$ cat config.mk
export PLATFORM = sky130hd
export DESIGN_NAME = gpiq_axis
export DESIGN_NICKNAME = d
export VERILOG_FILES = /design/src/rtl/gpiq_pkg.sv /design/src/rtl/gpiq_axis.sv
export SDC_FILE = /design/constraint.sdc
export NUM_CORES = 1
export LEC_CHECK = 0
export ABC_AREA = 1
export BUFFER_PORTS_ARGS = -buffer_cell sky130_fd_sc_hd__clkbuf_2
export CAP_MARGIN = 10
export CORE_AREA = 2 2 39 41
export DETAILED_ROUTE_END_ITERATION = 8
export DIE_AREA = 0 0 41 43
export PLACE_DENSITY = 0.68
export SLEW_MARGIN = 20
export SYNTH_ARGS = -nofsm -noshare
export SYNTH_HDL_FRONTEND = slang
export SYNTH_SLANG_ARGS = --single-unit
$ cat constraint.sdc
create_clock -name vclk -period 2.4
set_input_delay 0.12 -clock vclk [all_inputs]
set_output_delay 0.12 -clock vclk [all_outputs]
set_load 0.01 [all_outputs]
$ cat src/rtl/gpiq_pkg.sv
// Shared types and constants for the gamepad input qualifier.
package gpiq_pkg;

  // Fixed field widths of the sample and result items.
  localparam int unsigned TIME_W   = 32;
  localparam int unsigned BTN_W    = 16;
  localparam int unsigned AXIS_W   = 8;
  localparam int unsigned AXES_MAX = 4;
  localparam int unsigned IN_DATA_W  = 80;
  localparam int unsigned OUT_DATA_W = 160;
  localparam int unsigned CFG_IDX_W  = 3;
  localparam int unsigned CFG_DATA_W = 32;

  // Raw stick value that reads as the centre position.
  localparam logic [AXIS_W-1:0] STICK_CENTRE = 8'd128;

  // Bit offsets of the result fields in out_tdata.
  localparam int unsigned OUT_PRESSED_LSB   = 48;
  localparam int unsigned OUT_RELEASED_LSB  = 64;
  localparam int unsigned OUT_REL_AFTER_LSB = 80;
  localparam int unsigned OUT_HELD_LSB      = 96;
  localparam int unsigned OUT_RPT_LSB       = 112;

  // Configuration register indexes.
  typedef enum logic [CFG_IDX_W-1:0] {
    CFG_DEAD_ZONE      = 3'd0,
    CFG_HOLD_TIME      = 3'd1,
    CFG_REPEAT_DELAY   = 3'd2,
    CFG_BUTTON_DISABLE = 3'd3,
    CFG_STICK_DISABLE  = 3'd4
  } cfg_idx_t;

  // Per-button control from the top level to a button lane.
  typedef struct packed {
    logic step;  // the registered sample is consumed this cycle
    logic down;  // button is down in the current sample
    logic was;   // button was down in the previous sample
  } lane_ctl_t;

  // Per-button qualification results from a lane.
  typedef struct packed {
    logic pressed;
    logic released;
    logic rel_after;
    logic held;
    logic rpt;
  } lane_flags_t;

endpackage

$ cat src/rtl/gpiq_axis.sv
// Centres one raw stick byte and applies the deadzone.
module gpiq_axis
  import gpiq_pkg::*;
(
  input  logic        [AXIS_W-1:0] raw,
  input  logic        [AXIS_W-1:0] dead_zone,
  output logic signed [AXIS_W-1:0] value
);

  logic signed [AXIS_W-1:0] centred;
  logic        [AXIS_W-1:0] magnitude;

  // Subtracting the centre of 128 only flips the top bit.
  assign centred = signed'(raw ^ STICK_CENTRE);

  // Magnitude fits in eight unsigned bits, full left deflection gives 128.
  assign magnitude = centred[AXIS_W-1] ? (~centred + 1'b1) : centred;

  assign value = (magnitude < dead_zone) ? '0 : centred;

endmodule

Word level (Yosys, flattened, before mapping)
Index checks and enable logic that the tools add are counted.
Operators by class
  add/subtract/negate cells: 1
  muxes and demuxes: 2
  bitwise operators: 2
  $lt $le $gt $ge: 1
Operator list (number)
  $mux 8: 2
  $add 8x1->8 const B: 1
  $lt 8x8->1: 1
  $not 8->8: 1
  $not 1->1: 1
Storage, ports and cells
  output and inout bits: 8
  word-level logic and storage cells: 6
  register bits: 0

Longest topological paths before layout
Gate-level depths: netlist of the first run.
  depth after elaboration: 6
  mapped depth: 11

Least setup slack after synthesis of the first run
OpenSTA, ideal clock, no wires.
  path type: input to output
  from: in raw[0]
  to: out value[0]
  path slack: 0.791 ns
  required time: 2.280 ns
  path buffers: 0
  stages: 9
  data arrival time: 1.489 ns
  path through: inv_2 -> ha_1 -> nand3_1 -> o21ai_1 -> xor2_1 -> ha_1 -> nand2_1 -> o21a_1 -> a21oi_1
On the way
  longest elaborated chain between the ends: 5
RTL lines
  from (decl): line gpiq_axis.sv:5  | input logic [AXIS_W-1:0] raw,
  $not 8->8: line gpiq_axis.sv:17  | assign magnitude = centred[AXIS_W-1] ? (~centred + 1'b1) : centred;
  $add 8x1->8: line gpiq_axis.sv:17
  $mux 8: line gpiq_axis.sv:17
  $lt 8x8->1: line gpiq_axis.sv:19  | assign value = (magnitude < dead_zone) ? '0 : centred;
  $mux 8 *: line gpiq_axis.sv:19
  to (decl): line gpiq_axis.sv:7  | output logic signed [AXIS_W-1:0] value
Every way passes the cells marked *; elsewhere a longest branch is shown, timed or not.

Worst setup path in the final report of the first run
  from: in raw[2]
  to: out value[4]
On the way
  longest elaborated chain between the ends: 5
RTL lines (line)
  $not 8->8: gpiq_axis.sv:17
  $add 8x1->8: gpiq_axis.sv:17
  $mux 8 *: gpiq_axis.sv:17
  $lt 8x8->1 *: gpiq_axis.sv:19
  $mux 8 *: gpiq_axis.sv:19
Marked as above.

==> results of run 1 <==
-- cells by family (layout without fill, tap and decap cells) --
family	after synthesis	after routing
AO/OA/AOI/OAI	16	16
XOR/XNOR	4	4
adder cells (fa/ha/maj)	8	8
buffers and inverters	17	41
AND/OR/NAND/NOR	21	21
-- final timing paths --
check | start | to | slack (ns)
max | raw[2] | value[4] | 0.50
min | raw[7] | value[7] | 0.51
-- worst max-delay path, delay by kind of cell --
family / cells / cell delay, ns
compound gates: 3 / 0.56
fa+ha+maj: 1 / 0.30
buf+inv: 3 / 0.32
simple gates: 4 / 0.47
-- per-stage QoR --
stage | hold WS [ns] | power, mW
after floorplan | 0.284 | 0.0688
final | 0.514 | 0.103
after global placement | 0.517 | 0.101
after detailed placement | 0.522 | 0.105
after global routing | 0.539 | 0.120
after CTS | 0.522 | 0.105
-- area by class of cell --
class | count | area, um2
well taps | 16 | 20.0
fillers | 149 | 858
multi-input cells | 49 | 322
repair buffers | 24 | 120
inverters | 17 | 63.8
-- routing by layer --
layer	up-vias	wire [um]
met5	-	0
met4	0	0
met3	0	43
met2	12	423
met1	202	404
li1	260	-
-- where the power goes --
group / total (mW) / switching [mW] / leakage [nW] / internal (mW)
Sequential: 0 / 0 / 0 / 0
Combinational: 0.103 / 0.0585 / 0.351 / 0.0448
Clock: 0 / 0 / 0 / 0
-- placed cells by master, fill, tap and decap left out --
cell / Yosys / routed
inv_2: 3 / 3
nand3_1: 1 / 1
nor2_2: 1 / 1
nor2_1: 1 / 1
o21ai_0: 1 / 1
inv_1: 14 / 14
nand2_4: 1 / 1
nand3_2: 1 / 1
clkbuf_2: 0 / 24
a22oi_1: 1 / 1
nand2_2: 1 / 1
nand2_1: 14 / 14
nor4_1: 1 / 1
o21a_1: 1 / 1
ha_1: 8 / 8
o21ai_1: 1 / 1
xor2_1: 4 / 4
a21oi_1: 12 / 12
==> results.toml, run 1 <==
[global_route]
grt_pass1_vias = 370
grt_max_degree = 9
met3_usage = 0
met2_usage = 0.191
grt_pass1_wl_mm = 1.35
antenna_found_initial = 0
overflow = 0
grtUsageTotal = 0.101
grt-busiest-layer = "met2"
use_met1 = 0.127

[floorplanning]
initial_core_util = 0.278
die_h_um = 43
die-area_mm2 = 0.00176
die_x_um = 41
rows = 14
core_area_mm2 = 0.00138
boundaryPins = 24

[layout]
areaGrowthSynthToFinish_pct = 36.4
seq_cells = 0
instances_no_fill = 106
final-seq-area_um2 = 0
n_clock_buffer = 0
nets = 116
utilization = 0.380
drive_gt1_frac = 0.344
stdcell_area_um2 = 526
insertedDiodeCount = 0

[synthesis]
synth_cell_types = 17
synth-xor-area-share = 0.0909
synth_top_cell_by_area = "ha_1"
postSynthAreaPerCell_um2 = 5.84
synth-simple-area-share = 0.263
yosysSeqAreaShare = 0
synth.top_cells.by_count = "14 x inv_1, 14 x nand2_1, 12 x a21oi_1, 8 x ha_1, 4 x xor2_1"
syn_area_um2 = 385
yosys-top-cells-area = "ha_1 26%, a21oi_1 16%, inv_1 14%, nand2_1 14%, xor2_1 9.1%"
synth_fp_nets = 90
synth.top_cell.area_share = 0.260
synthMuxAreaShare = 0
synth_compound_area_frac = 0.221
synth_fa_ha_area_frac = 0.260
postSynthCellCount = 66
yosysWarnings = 0
synth_top_family_by_area = "simple AND/OR/NAND/NOR gates"

[drt]
drc_errors = 0
vias = 474
ant_nets = 0
dr.pass1.iters = 4
drt-total-wl_um = 871
avgRoutedWirePerCell_um = 8.22
vias_per_cell = 4.47
first_iter_violations = 10

[critical_path]
crit_type = "input pin to primary output"
slowest_stage = "ha_1"
max_stage_delay_ns = 0.30
cp_cell_sequence = "clkbuf_2 > inv_2 > nand3_2 > nor2_2 > nand2_1 > nor4_1 > ha_1 > a21oi_1 > o21a_1 > a21oi_1 > clkbuf_2"
critPathLaunchType = "input pin"
worst_setup_path_end_kind = "primary output"
crit_arrival_ns = 1.78
cp.required_ns = 2.28
crit_path_max_fanout = 8

[clock_network]
cts_resized = 0
postCtsSetupRepairBufs = 0
cts_hold_buf = 0

[worst_hold_path]
worstHoldPathCells = 3
hold_path_class = "input pin to primary output"

[sta]
worst_pin_slew_ns = 0.293
fin_tns_setup_ns = 0
rsz0062_at_grt = "false"
slew_headroom = 0.803
fmax_mhz = 527
slew_violations = 0
setup_slack_ns = 0.503
finalCriticalPeriod_ns = 1.90
setup_viol = 0
post-route-period-util = 0.791
finalHoldViolations = 0

[pwr]
p_leak_nw = 0.351
ir_drop_mv = 0.0774
cellPowerDensity_mw_per_mm2 = 197

[placement]
post-place-cells = 106
place_congestion = 0.764
hpwlAfterDp_um = 774
placed_cell_area_um2 = 526
preCtsSetupSlack_ns = 0.472
portBuffers = 24

[job]
cap_violations = 0

[run_status]
outcome = "completed"
Power figures use the tool's default switching activity.
==> run 2: changes to the inputs <==
- clock period: 2.4 -> 2 ns (I/O delays scaled with it)
==> run 2 against run 1 <==
Net effect: critical path depth unchanged; largest cell class unchanged; non-clock buffer count did not move; hold slack lost 0.037 ns; cell count stayed put; flip-flop and latch count is the same; largest power group unchanged; global-route usage is 1.0 points higher; critical path type unchanged.
==> results.toml, run 2 (synthesis results as in run 1) <==
[global_route]
grtUsageTotal = 0.111
antenna_found_initial = 0
overflow = 0
grt_pass1_vias = 398
grt_pass1_wl_mm = 1.49
grt_max_degree = 9

[critical_path]
crit_arrival_ns = 1.70
cp.required_ns = 1.90
critPathLaunchType = "input pin"
worst_setup_path_end_kind = "primary output"
crit_top_cell = "clkbuf_2"
cp_cell_sequence = "clkbuf_2 > inv_2 > ha_2 > nand3_1 > o21ai_2 > xor2_1 > ha_1 > nand2_1 > o21a_4 > a21oi_1 > clkbuf_2"
crit_type = "input pin to primary output"
max_stage_delay_ns = 0.28
slowest_stage = "ha_1"
crit_path_max_fanout = 8

[layout]
drive_gt1_frac = 0.411
final-seq-area_um2 = 0
n_clock_buffer = 0
nets = 116
instances_no_fill = 106
seq_cells = 0
layout_commonest_cell = "clkbuf_2"
insertedDiodeCount = 0
areaGrowthSynthToFinish_pct = 42.5
final_cell_mix = "24 x clkbuf_2, 14 x inv_1, 14 x nand2_1"

[floorplanning]
die-area_mm2 = 0.00176
rows = 14
core_area_mm2 = 0.00138
boundaryPins = 24
die_x_um = 41
initial_core_util = 0.278
die_h_um = 43

[sta]
setup_viol = 0
finalHoldViolations = 0
finalCriticalPeriod_ns = 1.80
fmax_mhz = 556
rsz0062_at_grt = "false"
worst_pin_slew_ns = 0.285
slew_violations = 0
fin_tns_setup_ns = 0
slew_headroom = 0.808
post-route-period-util = 0.899

[placement]
post-place-cells = 106
place_congestion = 0.747
hpwlAfterDp_um = 789
portBuffers = 24

[run_status]
outcome = "completed"

[clock_network]
cts_resized = 0
cts_hold_buf = 0
postCtsSetupRepairBufs = 0

[drt]
ant_nets = 0
vias_per_cell = 4.66
vias = 494
drc_errors = 0
first_iter_violations = 3
avgRoutedWirePerCell_um = 8.36
dr.pass1.iters = 2
drt-total-wl_um = 886

[pwr]
ir_drop_mv = 0.103
p_leak_nw = 0.352
cellPowerDensity_mw_per_mm2 = 242

[worst_hold_path]
hold_path_class = "input pin to primary output"

[job]
cap_violations = 0
==> run 2: cell counts in the layout (fill, tap and decap cells not counted) <==
Identical to the previous run, type by type.
==> run 2: cell type report <==
type	instances	area, um2
fillers	156	835
inverters	17	63.8
multi-input cells	49	345
well taps	16	20.0
repair buffers	24	120
==> run 2: worst paths after layout <==
path	startpoint	endpoint	slack [ns]	cells after the start
worst max-delay path	raw[0]	value[6]	0.20	11
worst min-delay path	raw[7]	value[7]	0.48	3
==> run 2: through the flow <==
step	utilization	hold WS [ns]	instance area (um2)	worst slack, ns	total power, mW
after floorplan	-	0.244	385	0.431	0.0826
after global placement	0.380	0.476	526	0.148	0.122
after detailed placement	0.380	0.475	526	0.113	0.126
after CTS	0.380	0.477	526	0.112	0.127
after global routing	0.397	0.500	549	0.0131	0.153
final	0.397	0.477	549	0.202	0.133
==> run 2: worst max-delay path: cells and delay by family <==
family	cells	cell delay (ns)
AOI/OAI and AO/OA	3	0.53
adders and majority gates	2	0.48
buffers and inverters	3	0.31
and+or+nand+nor	2	0.19
xor gates and xnor gates	1	0.08
==> run 2: metal layers <==
metal / vias to the layer above / global-route usage / share of wire / wire [um]
met3: 0 / 0 / 0.068 / 60
met1: 222 / 0.139 / 0.42 / 373
met2: 12 / 0.209 / 0.51 / 452
met4: 0 / 0 / 0 / 0
met5: - / 0 / 0 / 0
li1: 260 / - / - / -
==> run 2: report_power, final <==
group | switching, mW | internal, mW
clock network | 0 | 0
logic | 0.0749 | 0.0582
registers | 0 | 0
total | 0.0749 | 0.0582
