## src/rtl/gpiq_pkg.sv

```systemverilog
// Shared types and constants for the gamepad input qualifier.
package gpiq_pkg;

  // Fixed field widths of the sample and result items.
  localparam int unsigned TIME_W   = 32;
  localparam int unsigned BTN_W    = 16;
  localparam int unsigned AXIS_W   = 8;
  localparam int unsigned AXES_MAX = 4;
  localparam int unsigned IN_DATA_W  = 80;
  localparam int unsigned OUT_DATA_W = 160;
  localparam int unsigned CFG_IDX_W  = 3;
  localparam int unsigned CFG_DATA_W = 32;

  // Raw stick value that reads as the centre position.
  localparam logic [AXIS_W-1:0] STICK_CENTRE = 8'd128;

  // Bit offsets of the result fields in out_tdata.
  localparam int unsigned OUT_PRESSED_LSB   = 48;
  localparam int unsigned OUT_RELEASED_LSB  = 64;
  localparam int unsigned OUT_REL_AFTER_LSB = 80;
  localparam int unsigned OUT_HELD_LSB      = 96;
  localparam int unsigned OUT_RPT_LSB       = 112;

  // Configuration register indexes.
  typedef enum logic [CFG_IDX_W-1:0] {
    CFG_DEAD_ZONE      = 3'd0,
    CFG_HOLD_TIME      = 3'd1,
    CFG_REPEAT_DELAY   = 3'd2,
    CFG_BUTTON_DISABLE = 3'd3,
    CFG_STICK_DISABLE  = 3'd4
  } cfg_idx_t;

  // Per-button control from the top level to a button lane.
  typedef struct packed {
    logic step;  // the registered sample is consumed this cycle
    logic down;  // button is down in the current sample
    logic was;   // button was down in the previous sample
  } lane_ctl_t;

  // Per-button qualification results from a lane.
  typedef struct packed {
    logic pressed;
    logic released;
    logic rel_after;
    logic held;
    logic rpt;
  } lane_flags_t;

endpackage

```

## src/rtl/gpiq_button_lane.sv

```systemverilog
// One button's press and repeat timestamps and its edge, hold and repeat tests.
module gpiq_button_lane
  import gpiq_pkg::*;
(
  input  logic              clk,
  input  logic              rst_n,
  input  lane_ctl_t         ctl,
  input  logic [TIME_W-1:0] now,
  input  logic [TIME_W-1:0] hold_time,
  input  logic [TIME_W-1:0] repeat_delay,
  output lane_flags_t       flags
);

  logic [TIME_W-1:0] press_time_r;
  logic [TIME_W-1:0] press_time_nxt;
  logic [TIME_W-1:0] repeat_time_r;
  logic [TIME_W-1:0] repeat_time_nxt;
  logic [TIME_W-1:0] press_age;
  logic [TIME_W-1:0] repeat_age;
  logic              old_press_due;

  // Elapsed times wrap modulo the timestamp width.
  assign press_age     = now - press_time_r;
  assign repeat_age    = now - repeat_time_r;
  assign old_press_due = (press_age >= hold_time);

  // Edge, hold and repeat tests. A press edge restarts the press time at
  // now, so the held test on that sample sees zero elapsed time.
  always_comb begin
    flags.pressed   = ctl.down & ~ctl.was;
    flags.released  = ~ctl.down & ctl.was;
    flags.rel_after = flags.released & old_press_due;
    flags.held      = ctl.down & (flags.pressed ? (hold_time == '0) : old_press_due);
    flags.rpt       = ctl.down & (repeat_age >= repeat_delay);
  end

  // Timestamps move to now on a press edge, a held hit or a repeat hit.
  always_comb begin
    press_time_nxt  = press_time_r;
    repeat_time_nxt = repeat_time_r;
    if (ctl.step && (flags.pressed || flags.held)) begin
      press_time_nxt = now;
    end
    if (ctl.step && flags.rpt) begin
      repeat_time_nxt = now;
    end
  end

  always_ff @(posedge clk) begin
    if (!rst_n) begin
      press_time_r  <= '0;
      repeat_time_r <= '0;
    end else begin
      press_time_r  <= press_time_nxt;
      repeat_time_r <= repeat_time_nxt;
    end
  end

endmodule

```

## config.mk

```make
export PLATFORM = sky130hd
export DESIGN_NAME = gpiq_button_lane
export DESIGN_NICKNAME = d
export VERILOG_FILES = /design/src/rtl/gpiq_pkg.sv /design/src/rtl/gpiq_button_lane.sv
export SDC_FILE = /design/constraint.sdc
export NUM_CORES = 1
export LEC_CHECK = 0
export ABC_AREA = 0
export CAP_MARGIN = 0
export CELL_PAD_IN_SITES_DETAIL_PLACEMENT = 1
export CELL_PAD_IN_SITES_GLOBAL_PLACEMENT = 2
export CORE_MARGIN = 2
export CORE_UTILIZATION = 35
export CTS_CLUSTER_DIAMETER = 80
export CTS_CLUSTER_SIZE = 24
export DETAILED_ROUTE_END_ITERATION = 7
export DONT_BUFFER_PORTS = 1
export PLACE_DENSITY = 0.76
export SLEW_MARGIN = 20
export SYNTH_ARGS = -nofsm -noshare
export SYNTH_HDL_FRONTEND = slang
export SYNTH_SLANG_ARGS = --single-unit
```

## constraint.sdc

```tcl
create_clock -name clk -period 8.15 [get_ports clk]
set_input_delay 1.63 -clock clk [delete_from_list [all_inputs] [get_ports clk]]
set_output_delay 1.63 -clock clk [all_outputs]
set_load 0.1 [all_outputs]
```

# Word level (Yosys, flattened, before mapping)

Cells that the tools add are included.

Add/sub/neg operators: 2
Bitwise operators: 7
Multiplexer cells: 1
Order comparisons: 2
Reductions and logical operators: 4

Operators with widths:

| operator                           | number |
|---|---|
| greater-or-equal comparator 32 bit | 2 |
| subtractor 32 bit                  | 2 |
| zero test 32 bit                   | 1 |
| bitwise AND 1 bit                  | 5 |
| logical AND 1 bit                  | 2 |
| inverter 1 bit                     | 2 |
| logical OR 1 bit                   | 1 |
| two-way mux 1 bit                  | 1 |

Word-level logic and storage cells: 18
Register bits after elaboration: 64

# Longest topological paths before layout

Depth after elaboration: 6
Gate-level depth with buffers: 25
Mapped depth without buffers: 24

# Worst setup path after synthesis

Ideal clock, no wire load.

Path type: input port to output port
Start: in now[0]
End: out flags[0] in the netlist's numbering
Path slack: -0.302 ns
Path buffers: 0
Stages: 18
Arrival: 6.822 ns
Data required time: 6.520 ns
Path through: inv_1 ha_1 inv_1 fa_1 a21o_1 a221oi_2 nor3_2 o31ai_2 a21oi_2 a21o_2 nand3_1 nand2_1 xor2_1 ha_1 nand4_1 a2111oi_0 a21oi_1 o21ai_0

RTL lines:

| what               | RTL line               | text |
|---|---|---|
| start: declaration | gpiq_button_lane.sv:8  | `input logic [TIME_W-1:0] now,` |
| end: declaration   | gpiq_button_lane.sv:11 | `output lane_flags_t flags` |

==> impl_metrics.prom <==
# TYPE chip_impl_metric gauge
chip_impl_info{name="crit_path_cell_chain",value="inv_1 > ha_1 > inv_1 > fa_1 > a211oi_1 > o21ai_1 > a21oi_1 > o31a_1 > o211ai_2 > a31oi_1 > o211a_1 > o21bai_1 > a21o_1 > xor2_1 > ha_1 > a21o_1 > a21oi_1 > nand2_1 > a41oi_1 > a21oi_1 > a31oi_1 > nor2b_2 > buf_4"} 1
chip_impl_metric{name="cts_inserted_buffers",unit=""} 9
chip_impl_info{name="cp_endpoint_kind",value="primary output"} 1
chip_impl_info{name="holdCritStartpoint",value="repeat_time_r[10]"} 1
chip_impl_metric{name="synthDistinctLibCells",unit=""} 62
chip_impl_metric{name="synth_cells",unit=""} 1038
chip_impl_info{name="grt_setup_unrepaired",value="false"} 1
chip_impl_info{name="largest_family_of_logic_cells_by_synthesized_area",value="compound AO/OA/AOI/OAI gates"} 1
chip_impl_info{name="crit_slowest_cell",value="sky130_fd_sc_hd__fa_1"} 1
chip_impl_metric{name="drv.max_cap_violation_count",unit=""} 0
chip_impl_metric{name="dp_hpwl",unit="mm"} 17.63
chip_impl_metric{name="cts_hold_repair.buffers",unit=""} 0
chip_impl_info{name="critical_path.startpoint",value="now[0]"} 1
chip_impl_metric{name="synth_seq_cells",unit=""} 64
chip_impl_metric{name="drt_pre_antenna_iters",unit=""} 4
chip_impl_metric{name="cts_post_setup_buffers_inserted",unit=""} 0
chip_impl_metric{name="peak_clock_frequency_supported_by_timing",unit="MHz"} 133.0
chip_impl_metric{name="setup_viol_count_final",unit=""} 0
chip_impl_metric{name="post_synth_net_total",unit=""} 1267
chip_impl_metric{name="antenna_violating_nets_post_route",unit=""} 0
chip_impl_info{name="yosys_most_used_dff",value="sky130_fd_sc_hd__dfxtp_1"} 1
chip_impl_info{name="category_of_the_critical_setup_timing_path",value="input pin to primary output"} 1
chip_impl_metric{name="slew_headroom",unit="%"} 26.83
chip_impl_metric{name="worstPathRequired",unit="ns"} 6.52
chip_impl_metric{name="area_fraction_in_compound_gates_after_synthesis",unit="%"} 23.42
chip_impl_metric{name="vias_in_the_first_global_route",unit=""} 7112
chip_impl_metric{name="via_per_instance_ratio",unit=""} 5.471
chip_impl_info{name="netlist.top_cell.by_area",value="sky130_fd_sc_hd__ha_1"} 1
chip_impl_metric{name="synth_adder_area_share",unit="%"} 20.39
chip_impl_metric{name="peakVddDrop",unit="µV"} 116.7
chip_impl_metric{name="cts_resized",unit=""} 0
chip_impl_metric{name="finClkSkew",unit="ns"} 0.009326
chip_impl_metric{name="multi_input_comb_area",unit="µm²"} 5944
chip_impl_metric{name="post_synth.cell_area_avg",unit="µm²"} 7.637
chip_impl_metric{name="grt_first_pass_wirelength",unit="mm"} 36.43
chip_impl_info{name="result_of_the_run",value="completed"} 1
chip_impl_info{name="cts_tree",value="done"} 1
chip_impl_metric{name="setup-tns-final",unit="ns"} 0
chip_impl_metric{name="inserted_diodes",unit=""} 0
chip_impl_metric{name="power_per_cell_area",unit="nW/µm²"} 207.4
chip_impl_metric{name="initial_antenna_violation_count",unit=""} 0
chip_impl_metric{name="remaining_design_rule_violation_count",unit=""} 0
chip_impl_info{name="cpLargestDelayFamily",value="compound AO/OA/AOI/OAI gates"} 1
chip_impl_metric{name="area.sequential",unit="µm²"} 1281
chip_impl_info{name="r2r_start",value="repeat_time_r[0]"} 1
chip_impl_metric{name="fp.dieH",unit="µm"} 154.5
chip_impl_metric{name="cts_max_path_buffers",unit=""} 2
chip_impl_metric{name="total_leakage_power",unit="nW"} 3.588
chip_impl_metric{name="timing.final.hold_violations",unit=""} 0
chip_impl_info{name="crit_path_start_kind",value="input pin"} 1
chip_impl_metric{name="muxShareOfSynthArea",unit="%"} 4.040
chip_impl_metric{name="drt-initial-drc-count",unit=""} 278
chip_impl_metric{name="clock_insertion_delay_at_the_later_pin_of_the_skew_report",unit="ns"} 0.33
chip_impl_metric{name="ff2ff_path_depth",unit=""} 18
chip_impl_metric{name="top_level_ports",unit=""} 106
chip_impl_metric{name="r2r_setup_slack",unit="ns"} 3.08
chip_impl_metric{name="row_count",unit=""} 55
chip_impl_metric{name="drt_wl_total",unit="mm"} 21.89
chip_impl_info{name="clockRootBuffer",value="sky130_fd_sc_hd__clkbuf_16"} 1
chip_impl_metric{name="floorplan.initialDensity",unit="%"} 35.34
chip_impl_info{name="synth_top_cells_by_area",value="sky130_fd_sc_hd__ha_1, sky130_fd_sc_hd__dfxtp_1, sky130_fd_sc_hd__inv_1"} 1
chip_impl_metric{name="grtUsageMet1",unit="%"} 29.23
chip_impl_metric{name="maxSlewViolCount",unit=""} 0
chip_impl_metric{name="finalWorstPathRequiredPeriod",unit="ns"} 7.519
chip_impl_metric{name="layout-drive-gt1-share",unit="%"} 4.442
chip_impl_metric{name="global_route.usage.total",unit="%"} 18.44
chip_impl_metric{name="global_route.overflow_total",unit=""} 0
chip_impl_metric{name="vias",unit=""} 7102
chip_impl_metric{name="finish.net_count",unit=""} 1237
chip_impl_info{name="critPathMostFrequentCell",value="sky130_fd_sc_hd__a21oi_1"} 1
chip_impl_metric{name="netlist.area_leader.share",unit="%"} 19.89
chip_impl_metric{name="critPathBufInv",unit=""} 3
chip_impl_metric{name="gp_congestion",unit=""} 0.7916
chip_impl_metric{name="placement.io_buffers",unit=""} 0
chip_impl_metric{name="worst_ep_arrival_time",unit="ns"} 5.89
chip_impl_metric{name="synth.cell_area",unit="µm²"} 7928
chip_impl_metric{name="nFillCells",unit=""} 2741
chip_impl_metric{name="timing.critical_path.slowest_cell_delay",unit="ns"} 0.42
chip_impl_metric{name="ctsHtreeMaxLevel",unit=""} 3
chip_impl_metric{name="clock_sink_count",unit=""} 64
chip_impl_metric{name="drt-wirelength-per-cell",unit="µm"} 16.86
chip_impl_metric{name="yosysWarnings",unit=""} 0
chip_impl_info{name="hold_path.class",value="flip-flop to flip-flop"} 1
chip_impl_metric{name="layout_worst_path_cycle_share",unit="%"} 92.25
chip_impl_metric{name="worst-slew-pin-transition",unit="ns"} 1.093
chip_impl_info{name="hold-path-endpoint",value="repeat_time_r[10]"} 1
chip_impl_metric{name="critical_path_peak_fanout",unit=""} 3
chip_impl_metric{name="synth_enable_flop_cells",unit=""} 0
chip_impl_metric{name="smallest_hold_slack",unit="ns"} 0.4612
chip_impl_metric{name="clk_pin_slew_worst_paths",unit="ns"} 0.05
chip_impl_metric{name="die_width",unit="µm"} 154.5
chip_impl_metric{name="design.die.area",unit="µm²"} 23870
chip_impl_metric{name="maximum_number_of_pins_on_one_net_before_global_route_repair",unit=""} 161
chip_impl_metric{name="synth-xor-area-share",unit="%"} 6.518
chip_impl_metric{name="synth_sequential_area_ratio",unit="%"} 16.16
chip_impl_metric{name="synth_simple_gate_area_share",unit="%"} 20.34
chip_impl_metric{name="crit_cells",unit=""} 23
chip_impl_metric{name="met2_usage",unit="%"} 27.02
chip_impl_metric{name="floorplan.core_area",unit="µm²"} 22430
chip_impl_metric{name="async_flop_share",unit="%"} 0
chip_impl_info{name="gr-max-usage-layer",value="met1"} 1
chip_impl_metric{name="gr-usage-met3",unit="%"} 1.513
chip_impl_info{name="r2r_end",value="repeat_time_r[8]"} 1
chip_impl_metric{name="worst_hold_path.num_cells",unit=""} 2
chip_impl_metric{name="flow.area_growth_from_synthesis",unit="%"} 6.645
==> registers in the layout, summed over array words and instances, names as in the netlist <==
signal / count
press_time_r: 32
repeat_time_r: 32
==> routing by layer <==
layer,wire (µm),part of all wire [%]
met1,12180,56
met2,8835,40
met3,712,3.3
met4,165,0.75
met5,0,0
==> cells in the mapped netlist (3+ instances only) <==
master and instances:
sky130_fd_sc_hd__inv_1 143, sky130_fd_sc_hd__ha_1 126, sky130_fd_sc_hd__nand2_1 98, sky130_fd_sc_hd__a21oi_1 67, sky130_fd_sc_hd__dfxtp_1 64, sky130_fd_sc_hd__nand4_1 46
sky130_fd_sc_hd__a31oi_1 43, sky130_fd_sc_hd__xnor2_1 43, sky130_fd_sc_hd__a21o_1 41, sky130_fd_sc_hd__clkbuf_1 36, sky130_fd_sc_hd__nor2_1 34, sky130_fd_sc_hd__and4b_1 32
sky130_fd_sc_hd__mux2i_1 32, sky130_fd_sc_hd__o21ai_0 29, sky130_fd_sc_hd__o311ai_0 29, sky130_fd_sc_hd__nand3_1 17, sky130_fd_sc_hd__xor2_1 16, sky130_fd_sc_hd__nor2b_1 14
sky130_fd_sc_hd__nor3_1 11, sky130_fd_sc_hd__o21bai_1 10, sky130_fd_sc_hd__nand2b_1 9, sky130_fd_sc_hd__nor4_1 9, sky130_fd_sc_hd__o21a_1 8, sky130_fd_sc_hd__and3_1 6
sky130_fd_sc_hd__buf_2 6, sky130_fd_sc_hd__a211oi_1 5, sky130_fd_sc_hd__and4_1 5, sky130_fd_sc_hd__o211ai_1 5, sky130_fd_sc_hd__a21oi_2 4, sky130_fd_sc_hd__o2111ai_1 4
sky130_fd_sc_hd__o21ai_1 3, sky130_fd_sc_hd__o311ai_1 3, sky130_fd_sc_hd__or3_1 3
==> placed cells by master, fill, tap and decap left out, types with 16 or more instances in the layout <==
cell type | netlist | final
sky130_fd_sc_hd__inv_1 | 143 | 143
sky130_fd_sc_hd__ha_1 | 126 | 126
sky130_fd_sc_hd__nand2_1 | 98 | 96
sky130_fd_sc_hd__a21oi_1 | 67 | 67
sky130_fd_sc_hd__dfxtp_1 | 64 | 64
sky130_fd_sc_hd__nand4_1 | 46 | 46
sky130_fd_sc_hd__xnor2_1 | 43 | 43
sky130_fd_sc_hd__a31oi_1 | 43 | 43
sky130_fd_sc_hd__a21o_1 | 41 | 41
sky130_fd_sc_hd__nor2_1 | 34 | 34
sky130_fd_sc_hd__and4b_1 | 32 | 32
sky130_fd_sc_hd__mux2i_1 | 32 | 32
sky130_fd_sc_hd__o311ai_0 | 29 | 29
sky130_fd_sc_hd__o21ai_0 | 29 | 28
sky130_fd_sc_hd__nand3_1 | 17 | 17
sky130_fd_sc_hd__xor2_1 | 16 | 16
==> layout make-up <==
| class | instances | share of cell area, % |
|---|---|---|
| sequential | 64 | 15.15 |
| clock buffer | 9 | 2.664 |
| clock inverter | 7 | 0.8584 |
| multi-input combinational | 785 | 70.31 |
| timing repair buffer | 5 | 0.4440 |
| inverter | 143 | 6.349 |
| tap | 285 | 4.218 |
==> worst register-to-register path, stage by stage (launching register included) <==
cell and delay (ns):
sky130_fd_sc_hd__dfxtp_1 0.33, sky130_fd_sc_hd__ha_1 0.18, sky130_fd_sc_hd__inv_1 0.06, sky130_fd_sc_hd__fa_1 0.40, sky130_fd_sc_hd__a21o_1 0.20, sky130_fd_sc_hd__a221oi_2 0.35, sky130_fd_sc_hd__nor3_2 0.10, sky130_fd_sc_hd__o31ai_2 0.32
sky130_fd_sc_hd__a21oi_2 0.11, sky130_fd_sc_hd__a21o_2 0.24, sky130_fd_sc_hd__nand3_1 0.11, sky130_fd_sc_hd__nand2_1 0.08, sky130_fd_sc_hd__xor2_1 0.16, sky130_fd_sc_hd__ha_1 0.31, sky130_fd_sc_hd__nand4_1 0.08, sky130_fd_sc_hd__a2111oi_0 0.69
sky130_fd_sc_hd__nand3_1 0.18, sky130_fd_sc_hd__nand2_2 0.77, sky130_fd_sc_hd__mux2i_1 0.31
==> logic make-up after synthesis <==
group | Yosys count
muxes | 32
xor gates and xnor gates | 59
DFF | 64
AOI/OAI and AO/OA | 273
adders and majority gates | 128
and+or+nand+nor | 293
buffers and inverters | 189
==> report_power, final <==
group	switching, mW	internal [mW]
Clock	0.148	0.236
Sequential	0.0330	0.360
Combinational	0.576	0.400
Total	0.757	0.996
==> how the worst max path moves through the flow <==
stage                     to  slack [ns]
finish              flags[1]        0.63
CTS                 flags[0]        0.63
detailed placement  flags[0]        0.63
floorplan           flags[1]        0.37
global route        flags[1]        0.25
global placement    flags[0]        0.72
==> through the flow <==
stage | utilization, % | instance area (µm²) | setup WS [ns] | power [mW] | cells
global route | 37.69 | 8454 | 0.2455 | 1.932 | 1298
detailed placement | 36.34 | 8152 | 0.6293 | 1.381 | 1282
finish | 37.69 | 8454 | 0.6312 | 1.753 | 1298
CTS | 37.66 | 8449 | 0.6261 | 1.774 | 1298
global placement | 36.34 | 8152 | 0.7205 | 1.355 | 1282
floorplan | - | 7928 | 0.3657 | 1.191 | 1038
Note: power is estimated with default switching activity, not from simulation.
